### src/hdl/fcd_pkg.sv
// Shared constants and register indexes for the feedback comb delay unit.
`timescale 1ns / 1ps

package fcd_pkg;

	localparam int MAX_DELAY_DEF   = 4096;
	localparam int SAMPLE_BITS_DEF = 16;

	localparam int LEN_W     = 13;
	localparam int GAIN_W    = 16;
	localparam int GAIN_FRAC = 15;
	localparam int LEN_RESET = 4096;

	localparam int CFG_DATA_W = 16;
	localparam int CFG_IDX_W  = 1;

	typedef logic [CFG_IDX_W-1:0] cfg_idx_t;

	localparam cfg_idx_t REG_DELAY_LENGTH  = cfg_idx_t'(0);
	localparam cfg_idx_t REG_FEEDBACK_GAIN = cfg_idx_t'(1);

endpackage

### src/hdl/fcd_mac.sv
// Feedback arithmetic: entry times gain, rounded, plus input, saturated.
`timescale 1ns / 1ps

module fcd_mac #(
	parameter int SAMPLE_BITS = fcd_pkg::SAMPLE_BITS_DEF
) (
	input  logic signed [SAMPLE_BITS-1:0]      entry,
	input  logic signed [fcd_pkg::GAIN_W-1:0]  gain,
	input  logic signed [SAMPLE_BITS-1:0]      sample,
	output logic signed [SAMPLE_BITS-1:0]      result
);

	localparam int PW = SAMPLE_BITS + fcd_pkg::GAIN_W;
	localparam int SW = PW + 1 - fcd_pkg::GAIN_FRAC;
	localparam logic signed [SW-1:0] MAXV = SW'((64'd1 << (SAMPLE_BITS - 1)) - 64'd1);
	localparam logic signed [SW-1:0] MINV = ~MAXV;

	logic signed [PW-1:0] prod;
	logic signed [PW:0]   rnd;
	logic signed [SW-1:0] shf;
	logic signed [SW-1:0] sx;
	logic signed [SW-1:0] sum;

	assign prod = entry * gain;
	assign rnd  = {prod[PW-1], prod} + (PW+1)'(64'd1 << (fcd_pkg::GAIN_FRAC - 1));
	assign shf  = rnd[PW:fcd_pkg::GAIN_FRAC];
	assign sx   = sample;
	assign sum  = shf + sx;

	always_comb begin
		priority if (sum > MAXV) begin
			result = MAXV[SAMPLE_BITS-1:0];
		end else if (sum < MINV) begin
			result = MINV[SAMPLE_BITS-1:0];
		end else begin
			result = sum[SAMPLE_BITS-1:0];
		end
	end

endmodule
### config.mk
export PLATFORM = sky130hd
export DESIGN_NAME = fcd_mac
export DESIGN_NICKNAME = d
export VERILOG_FILES = /design/src/hdl/fcd_pkg.sv /design/src/hdl/fcd_mac.sv
export SDC_FILE = /design/constraint.sdc
export NUM_CORES = 1
export LEC_CHECK = 0
export BUFFER_PORTS_ARGS = -buffer_cell sky130_fd_sc_hd__clkbuf_2
export CORE_UTILIZATION = 31
export DETAILED_ROUTE_END_ITERATION = 8
export PLACE_DENSITY_LB_ADDON = 0.05
export SYNTH_ARGS = -nofsm -noshare
export SYNTH_HDL_FRONTEND = slang
export SYNTH_SLANG_ARGS = --single-unit
export TNS_END_PERCENT = 20
### constraint.sdc
create_clock -name vclk -period 11.95
set_clock_uncertainty 0.15 [all_clocks]
set_input_delay 0.5975 -clock vclk [all_inputs]
set_output_delay 0.5975 -clock vclk [all_outputs]
set_load 0.005 [all_outputs]
==> metrics.cfg <==
[placement]
placedInstanceArea_um2=11230
numPlacedInstances=1636
portBuffers=64
place.gp.congestion=0.7652
dpl.hpwl_um=23520
pre_cts_slack_ns=2.100

[floorplan]
core_area_um2=33450
pin_count=64
rows=67
die_h_um=186.0
initial_core_util_pct=31.38
die_w_um=186.0
dieArea_um2=34590

[yosys]
syn_area_um2=10500
synth_top_area_cell=fa_1
yosys.area.top_type_share_pct=51.12
syn_area_per_cell_um2=9.055
synthCells=1159
yosysMostFrequentCell=inv_1
synthesis.nets=1570
yosys-top-cells-area=fa_1, ha_1, inv_1
synth.top_cells.by_count=inv_1, fa_1, nand2_1
yosysUniqueCellTypes=46
synth-seq-area-share_pct=0
ys.warnings.count=0

[timing]
setup_viol=0
relSlewSlack_pct=45.06
hold_viol_final=0
finalMaxSlewViolations=0
clock.fmax_mhz=102.1
grt_setup_unrepaired=no
fin_tns_setup_ns=0
worst_pin_slew_ns=0.8241
fin_ws_ns=2.155
min_period_ns=9.795
post-route-period-util_pct=81.97

[cts]
holdBufCountCts=0
postCtsSetupRepairBufs=0
cts_resized=0

[setup_path]
cp_slowest_cell=fa_1
critPathLaunch=entry[8]
critPathMaxStageDelay_ns=0.54
startpoint_type=primary input
path_max_fanout=16
crit_arrival_ns=9.05
end_kind=primary output
crit_top_cell=fa_1
crit_type=primary input to primary output
required_ns=11.20

[global_routing]
grt_pass1_wl_um=44200
grt_pass1_vias=8209
grt_usage_pct=16.70
antenna_found_initial=0
grt_max_degree=17
overflow=0

[finish]
layout-drive-gt1-share_pct=7.155
stdcell_count=1636
regArea_um2=0
nClkBuffers=0
n_sequential_cell=0
nNetsFinal=1601
stdcell_area_um2=11230
syn_to_final_growth_pct=7.034
diodes=0

[flow_run]
drv_cap=0

[drt]
wl_per_cell_um=16.53
viasPerCell=4.508
first_pass_iters=4
num_vias=7375
drt_iter0_drc=230
post-route-drc-count=0
ant_nets=0
wirelength_um=27050

[worst_hold_path]
whs_path_depth=5
holdPathEnd=result[0]
hp-class=primary input to primary output
min-delay-start=sample[0]

[outcome]
status=finished clean

## logic make-up after synthesis
family | share of synthesized area, %
AOI/OAI and AO/OA | 6.688
xor gates and xnor gates | 3.398
adders and majority gates | 62.45
buffers and inverters | 11.98
and+or+nand+nor | 15.49
## area by class of cell
cell class,instances,area (µm²)
repair buffers,65,327.8
multi-input cells,828,9238
fillers,3555,22220
inverters,295,1107
well taps,448,560.5
## worst max-delay path, delay by kind of cell
kind / cells / cell delay [ns]
buf+inv: 6 / 0.60
xor+xnor: 2 / 0.51
compound gates: 14 / 2.85
fa+ha+maj: 8 / 3.52
simple gates: 4 / 0.95
## per-stage QoR
stage | util [%] | hold slack (ns)
3_3_place_gp | 33.58 | 1.522
4_1_cts | 33.58 | 1.534
5_1_grt | 33.58 | 1.564
2_1_floorplan | - | 1.314
3_5_place_dp | 33.58 | 1.532
6_report | 33.58 | 1.525
## how the worst max path moves through the flow
stage,endpoint,slack [ns],cells past startpoint
after global routing,result[3],1.48,34
after detailed placement,result[3],2.10,34
after CTS,result[3],2.09,34
final,result[3],2.16,34
after global placement,result[3],2.08,34
after floorplan,result[5],3.23,30
## metal layers
| metal | vias up | GRT usage [%] | routed length, µm |
|---|---|---|---|
| met4 | 0 | 1.836 | 370 |
| met1 | 3826 | 20.59 | 11050 |
| li1 | 3481 | - | - |
| met2 | 58 | 33.03 | 15320 |
| met3 | 10 | 0.2152 | 305 |
| met5 | - | 0 | 0 |
## cell usage in the layout (no fill, tap or decap), types with 3 or more instances in the layout
master / count
nand4_1: 8
o21ai_1: 7
o21ai_2: 9
xor2_1: 9
clkbuf_2: 64
a21oi_1: 22
xnor2_1: 28
nand3_1: 5
fa_1: 268
nor3_1: 8
a211oi_1: 5
nand2b_1: 7
o21bai_1: 5
nand2_1: 140
ha_1: 95
and2_1: 119
o21ai_0: 5
a21o_1: 10
o41ai_1: 3
nor2_1: 32
inv_1: 295
a31oi_1: 3
o21a_1: 13
Power is not shown: default switching activity piles up to over one toggle a cycle in this logic, so the estimate is an artifact.
